**config.mk**
```make
export PLATFORM = sky130hd
export DESIGN_NAME = psc_datapath
export DESIGN_NICKNAME = d
export VERILOG_FILES = /design/src/hdl/psc_pkg.sv /design/src/hdl/psc_datapath.sv
export SDC_FILE = /design/constraint.sdc
export NUM_CORES = 2
export LEC_CHECK = 0
export CORE_UTILIZATION = 52
export DETAILED_ROUTE_END_ITERATION = 16
export DONT_BUFFER_PORTS = 1
export PLACE_DENSITY = 0.77
export SLEW_MARGIN = 20
export SYNTH_ARGS = -nofsm -noshare
export SYNTH_HDL_FRONTEND = slang
export SYNTH_SLANG_ARGS = --single-unit
```
**constraint.sdc**
```tcl
create_clock -name vclk -period 41.3
set_clock_uncertainty 0.15 [all_clocks]
set_input_delay 8.26 -clock vclk [all_inputs]
set_output_delay 8.26 -clock vclk [all_outputs]
set_load 0.01 [all_outputs]
```
**src/hdl/psc_pkg.sv**
```systemverilog
package psc_pkg;

  // derivative term: gain on the change in error, and its dead band / upper cut-off
  localparam int DERIV_SCALE = 10;
  localparam int DERIV_MIN   = 50;
  localparam int DERIV_MAX   = 2400;

  // integrator step factor 0.02 as 1311 / 2^16
  localparam int STEP_NUM    = 1311;
  localparam int STEP_SHIFT  = 16;
  localparam int STEP_W      = 27;

  localparam int INTEG_LIMIT = 80;
  localparam int DRIVE_LIMIT = 127;

  // register map, word index
  localparam logic [1:0] REG_PROP  = 2'd0;
  localparam logic [1:0] REG_INTEG = 2'd1;
  localparam logic [1:0] REG_DERIV = 2'd2;

  // state update leaving the datapath
  typedef struct packed {
    logic signed [16:0] error;
    logic signed [7:0]  drive;
  } psc_result_t;

endpackage

```
**src/hdl/psc_datapath.sv**
```systemverilog
module psc_datapath #(
  parameter int FRACTION_BITS = 8
) (
  input  logic signed [15:0]              setpoint,
  input  logic signed [15:0]              measured,
  input  logic        [15:0]              prop_gain,
  input  logic        [psc_pkg::STEP_W-1:0] integ_step,
  input  logic        [15:0]              deriv_gain,
  input  logic signed [16:0]              previous_error,
  input  logic signed [FRACTION_BITS+7:0] integral_sum,
  output logic signed [FRACTION_BITS+7:0] integral_next,
  output psc_pkg::psc_result_t            result
);
  import psc_pkg::*;

  localparam int F      = FRACTION_BITS;
  localparam int ISUM_W = F + 8;
  localparam int SUM_W  = 32;

  localparam logic signed [33:0] P_BIAS = (34'sd1 <<< F) - 34'sd1;
  localparam logic signed [44:0] I_BIAS = (45'sd1 <<< STEP_SHIFT) - 45'sd1;
  localparam logic signed [SUM_W-1:0] S_BIAS = (SUM_W'(1) <<< F) - SUM_W'(1);
  localparam logic signed [45:0] I_LIM  = 46'(INTEG_LIMIT) <<< F;

  logic signed [16:0]      err;
  logic signed [17:0]      diff;
  logic signed [21:0]      d_full;
  logic        [21:0]      d_mag;
  logic signed [12:0]      d_gated;
  logic signed [33:0]      p_prod;
  logic signed [33:0]      p_sh;
  logic signed [7:0]       p_clamp;
  logic signed [44:0]      i_prod;
  logic signed [44:0]      i_sh;
  logic signed [45:0]      i_sum;
  logic signed [29:0]      kd_prod;
  logic signed [SUM_W-1:0] total;
  logic signed [SUM_W-1:0] total_sh;
  logic signed [7:0]       drive_clamp;

  always_comb begin
    err  = 17'(setpoint) - 17'(measured);
    diff = 18'(err) - 18'(previous_error);

    // times ten as 8x + 2x
    d_full = (22'(diff) <<< 3) + (22'(diff) <<< 1);
    d_mag  = d_full[21] ? 22'(-d_full) : 22'(d_full);
    if (d_mag < 22'(DERIV_MIN) || d_mag > 22'(DERIV_MAX)) begin
      d_gated = '0;
    end else begin
      d_gated = d_full[12:0];
    end

    // proportional, truncated toward zero
    p_prod = err * $signed({1'b0, prop_gain});
    p_sh   = (p_prod + (p_prod[33] ? P_BIAS : 34'sd0)) >>> F;
    if (p_sh > 34'sd127) begin
      p_clamp = 8'(DRIVE_LIMIT);
    end else if (p_sh < -34'sd127) begin
      p_clamp = -8'(DRIVE_LIMIT);
    end else begin
      p_clamp = p_sh[7:0];
    end

    // integrator step and saturation
    i_prod = err * $signed({1'b0, integ_step});
    i_sh   = (i_prod + (i_prod[44] ? I_BIAS : 45'sd0)) >>> STEP_SHIFT;
    i_sum  = 46'(integral_sum) + 46'(i_sh);
    if (i_sum > I_LIM) begin
      integral_next = ISUM_W'(I_LIM);
    end else if (i_sum < -I_LIM) begin
      integral_next = ISUM_W'(-I_LIM);
    end else begin
      integral_next = i_sum[ISUM_W-1:0];
    end

    kd_prod = d_gated * $signed({1'b0, deriv_gain});

    total    = (SUM_W'(p_clamp) <<< F) + SUM_W'(integral_next) + SUM_W'(kd_prod);
    total_sh = (total + (total[SUM_W-1] ? S_BIAS : SUM_W'(0))) >>> F;
    if (total_sh > SUM_W'(DRIVE_LIMIT)) begin
      drive_clamp = 8'(DRIVE_LIMIT);
    end else if (total_sh < -SUM_W'(DRIVE_LIMIT)) begin
      drive_clamp = -8'(DRIVE_LIMIT);
    end else begin
      drive_clamp = total_sh[7:0];
    end

    result.error = err;
    result.drive = drive_clamp;
  end

endmodule

```
# --- After elaboration in Yosys (flattened, before gate mapping) ---
# Cells that the tools add are included.
totals:
  regBits: 0
  rom_bits: 0
  mem_count: 0
  inputBits: 124
  mem_bits_rw: 0
  latchBits: 0
  out_inout_bits: 41
  elab_cells: 33
classes:
  shifts: 0
  add_sub_neg: 10
  n_reduce_logical: 1
  n_bitwise: 0
  eq_ne: 0
  muxes: 11
  mul: 3
  magnitude_cmp: 8
  div_mod_pow: 0
ops:
  columns: ["operator", "n"]
  rows:
  - ["$mux W16", 3]
  - ["$mux W8", 6]
  - ["$add A45 B17 Y45", 1]
  - ["$mul A17 B28 Y45", 1]
  - ["$add A34 B9 Y34", 1]
  - ["$mul A17 B17 Y34", 1]
  - ["$add A31 B9 Y32", 1]
  - ["$add A17 B30 Y31", 1]
  - ["$add A16 B29 Y30", 1]
  - ["$gt A30 B16 Y1 const B", 1]
  - ["$lt A30 B16 Y1 const B", 1]
  - ["$mul A13 B17 Y30", 1]
  - ["$gt A26 B8 Y1 const B", 1]
  - ["$lt A26 B8 Y1 const B", 1]
  - ["$gt A24 B8 Y1 const B", 1]
  - ["$lt A24 B8 Y1 const B", 1]
  - ["$add A21 B19 Y22", 1]
  - ["$gt A22 B12 Y1 const B", 1]
  - ["$lt A22 B6 Y1 const B", 1]
  - ["$mux W22", 1]
  - ["$neg A22 Y22", 1]
  - ["$sub A17 B17 Y18", 1]
  - ["$add A16 B16 Y17", 1]
  - ["$sub A16 B16 Y17", 1]
  - ["2 further kinds", 2]

# --- Depth between registers and ports, before layout ---
depth:
  word_depth: 15
  mapped_depth: 90
  ltp_nobuf: 87

# --- Least setup slack after synthesis ---
# OpenSTA, ideal clock, no wires.
synth_timing:
  kind: "input to output"
  from: "in setpoint[0]"
  to: "out result[1] in the netlist's numbering"
  stages: 87
  arrival_ns: 28.008
  path_slack_ns: 4.882
  path_buffers: 4
  path_cell_list: "inv_1 > ha_1 > fa_1 > nor2b_1 > o21ai_0 > a21boi_0 > o21ai_0 > a21boi_0 > o21ai_0 > a21boi_0 > o21ai_0 > a21boi_0 > o21a_1 > o21a_1 > o2111a_1 > clkbuf_1 > buf_1 > nor3_1 > [... 51 more ...] > inv_1 > fa_1 > inv_1 > ha_1 > a21o_1 > a31oi_1 > o31ai_1 > a21oi_1 > o21ai_0 > a21oi_1 > xnor2_1 > or4b_2 > nor3_1 > o21ai_0 > o211ai_1 > inv_1 > o31a_1 > o21ai_1"
synth_rtl:
  columns: ["item", "line_no", "source"]
  rows:
  - ["start, declared", "psc_datapath.sv:4", "input logic signed [15:0] setpoint,"]
  - ["end, declared", "psc_datapath.sv:12", "output psc_pkg::psc_result_t result"]

==> impl_metrics.prom <==
# TYPE chip_impl_metric gauge
chip_impl_metric{name="clkbuf_count",unit=""} 0
chip_impl_metric{name="grt_first_pass_wirelength",unit="um"} 188000
chip_impl_info{name="synth_top_cell_by_area",value="fa_1"} 1
chip_impl_info{name="crit_path_start_kind",value="input port"} 1
chip_impl_metric{name="timing.slew.headroom",unit="%"} 24.4
chip_impl_info{name="outcome",value="completed"} 1
chip_impl_metric{name="netlist_instances",unit=""} 5104
chip_impl_metric{name="grt_antenna_before_repair",unit=""} 2
chip_impl_info{name="crit_path_launch",value="setpoint[0]"} 1
chip_impl_info{name="top_family_by_delay_on_critical_path",value="compound AO/OA/AOI/OAI gates"} 1
chip_impl_metric{name="final-max-slew-violation-count",unit=""} 0
chip_impl_info{name="crit_path_max_delay_cell_type",value="o211ai_1"} 1
chip_impl_metric{name="timing.setup.tns",unit="ns"} 0
chip_impl_metric{name="number_of_buffer_and_inverter_instances_along_the_worst_setup_path",unit=""} 12
chip_impl_metric{name="yosysTopAreaCellShare",unit="%"} 40.4
chip_impl_metric{name="placementRows",unit=""} 103
chip_impl_metric{name="initial_core_util",unit="%"} 52.9
chip_impl_metric{name="syn_area",unit="um2"} 42000
chip_impl_metric{name="register_area",unit="um2"} 0
chip_impl_metric{name="ys_seq_area_share",unit="%"} 0
chip_impl_metric{name="core_region_area",unit="um2"} 79400
chip_impl_metric{name="maximum_number_of_pins_on_one_net_before_global_route_repair",unit=""} 46
chip_impl_metric{name="syn_area_per_cell",unit="um2"} 8.22
chip_impl_info{name="synth_top_cells_by_area",value="fa_1 40%, ha_1 13%, inv_1 10%"} 1
chip_impl_metric{name="slowest_delay",unit="ns"} 0.78
chip_impl_metric{name="crit_arrival",unit="ns"} 31.31
chip_impl_info{name="end_kind",value="output pin"} 1
chip_impl_metric{name="port-buffer-count",unit=""} 0
chip_impl_metric{name="synth_fp_nets",unit=""} 6504
chip_impl_metric{name="avgViaCountPerCell",unit=""} 5.81
chip_impl_metric{name="floorplan.die_area",unit="um2"} 81900
chip_impl_metric{name="drtPass1Iterations",unit=""} 5
chip_impl_metric{name="final_min_period_over_clock_period",unit="%"} 96.2
chip_impl_metric{name="drt_first_iter_violations",unit=""} 2554
chip_impl_metric{name="multi_input_comb_area",unit="um2"} 37000
chip_impl_metric{name="yosys_warning_count",unit=""} 0
chip_impl_metric{name="postRouteWirelength",unit="um"} 115000
chip_impl_metric{name="areaGrowthSynthToFinish",unit="%"} 2.26
chip_impl_metric{name="hold_viol",unit=""} 0
chip_impl_metric{name="fill_cells",unit=""} 7357
chip_impl_metric{name="cap_violations",unit=""} 0
chip_impl_metric{name="nets",unit=""} 6339
chip_impl_metric{name="route.antenna.remaining_nets",unit=""} 0
chip_impl_metric{name="place_hpwl",unit="um"} 96100
chip_impl_info{name="criticalPathCategory",value="in2out"} 1
chip_impl_metric{name="vias_in_the_first_global_route",unit=""} 36121
chip_impl_metric{name="drc",unit=""} 0
chip_impl_info{name="worst_hold_startpoint",value="integral_sum[1]"} 1
chip_impl_metric{name="tightest_slew",unit="ns"} 1.12
chip_impl_metric{name="ios",unit=""} 165
chip_impl_metric{name="via_total_after_detailed_routing",unit=""} 34778
chip_impl_metric{name="n_sequential_cell",unit=""} 0
chip_impl_metric{name="synth_cell_type_count",unit=""} 110
chip_impl_metric{name="drt-wirelength-per-cell",unit="um"} 19.2
chip_impl_metric{name="proportion_of_layout_cells_with_a_drive_suffix_above_1",unit="%"} 3.08
chip_impl_metric{name="final_critical_path_time_including_i_o_delays_and_setup",unit="ns"} 39.72
chip_impl_info{name="timing.hold.worst.class",value="in2out"} 1
chip_impl_metric{name="overflow",unit=""} 0
chip_impl_metric{name="timing.critical_path.required",unit="ns"} 32.89
chip_impl_metric{name="critical_path_peak_fanout",unit=""} 26
chip_impl_metric{name="setup_viol_count_final",unit=""} 0
chip_impl_metric{name="die_width",unit="um"} 286
chip_impl_info{name="rsz0062_at_grt",value="no"} 1
chip_impl_metric{name="place.gp.congestion",unit=""} 0.952
chip_impl_metric{name="grtUsageTotal",unit="%"} 28.6
chip_impl_metric{name="fmaxAchievable",unit="MHz"} 25.2
chip_impl_metric{name="fp.dieH",unit="um"} 286
chip_impl_metric{name="cts_setup_buffers",unit=""} 0
==> synth_stat cells, types with 68 or more instances <==
master	number
nand2_1	613
ha_1	428
nor2_1	180
and2_1	247
nor3_1	89
o21ai_0	108
nand3_1	98
xnor2_1	125
inv_1	1140
clkbuf_1	181
and3_1	68
a21oi_1	127
nor2b_1	98
fa_1	848
==> cells by family (layout without fill, tap and decap cells) <==
group / after synthesis / count (layout) / synth area share [%]
AND/OR/NAND/NOR: 1596 / 1596 / 19.0
XOR/XNOR: 183 / 183 / 3.82
AO/OA/AOI/OAI: 688 / 688 / 11.6
buffers and inverters: 1351 / 1184 / 12.2
adder cells (fa/ha/maj): 1276 / 1276 / 53.2
other: 0 / 3 / 0
multiplexers: 10 / 10 / 0.253
==> what timing repair did <==
action | CTS | global route
gates resized for setup | 0 | 3
hold buffers | 0 | 0
setup endpoints to repair | 0 | 7
==> stage by stage <==
stage | std cells | instance area, um2 | setup WS (ns) | hold slack [ns] | util (%)
2_1_floorplan | 5104 | 42000 | 4.88 | 16.65 | -
6_report | 5990 | 42900 | 1.58 | 16.72 | 54.1
3_5_place_dp | 5987 | 42900 | 1.33 | 16.74 | 54.1
4_1_cts | 5987 | 42900 | 1.28 | 16.73 | 54.1
5_1_grt | 5987 | 42900 | 0.0399 | 16.76 | 54.1
3_3_place_gp | 5987 | 42900 | 1.96 | 16.72 | 54.1
==> path summary, 6_finish.rpt <==
| check | endpoint | cells after the start |
|---|---|---|
| max | result[4] | 79 |
| min | integral_next[1] | 3 |
==> cell usage in the layout (no fill, tap or decap), drive strengths merged, types with 32 or more instances in the layout <==
cell   Yosys  routed
nor3      93      93
and2     247     247
a21o      67      67
nand2    613     613
or3       32      32
o31ai     41      41
a21oi    132     132
o21ai    125     125
o21a      44      44
and3      69      69
ha       428     428
xor2      58      58
buf       26      41
fa       848     848
nand3     99      99
nor2b     98      98
inv     1141    1141
nor2     181     181
xnor2    125     125
==> layout make-up <==
type | count | share of cell area, %
diodes | 3 | 0.0175
inverters | 1143 | 10.0
multi-input cells | 3753 | 86.2
well taps | 1050 | 3.06
repair buffers | 41 | 0.717
==> per-layer routing <==
layer / GRT usage, % / part of all wire (%) / wire, um / up-vias
met3: 3.76 / 7.9 / 9150 / 245
met1: 38.0 / 41 / 46800 / 17439
met2: 47.9 / 47 / 54500 / 1426
li1: - / - / - / 15668
met5: 0 / 0 / 0 / -
met4: 10.1 / 4.0 / 4650 / 0
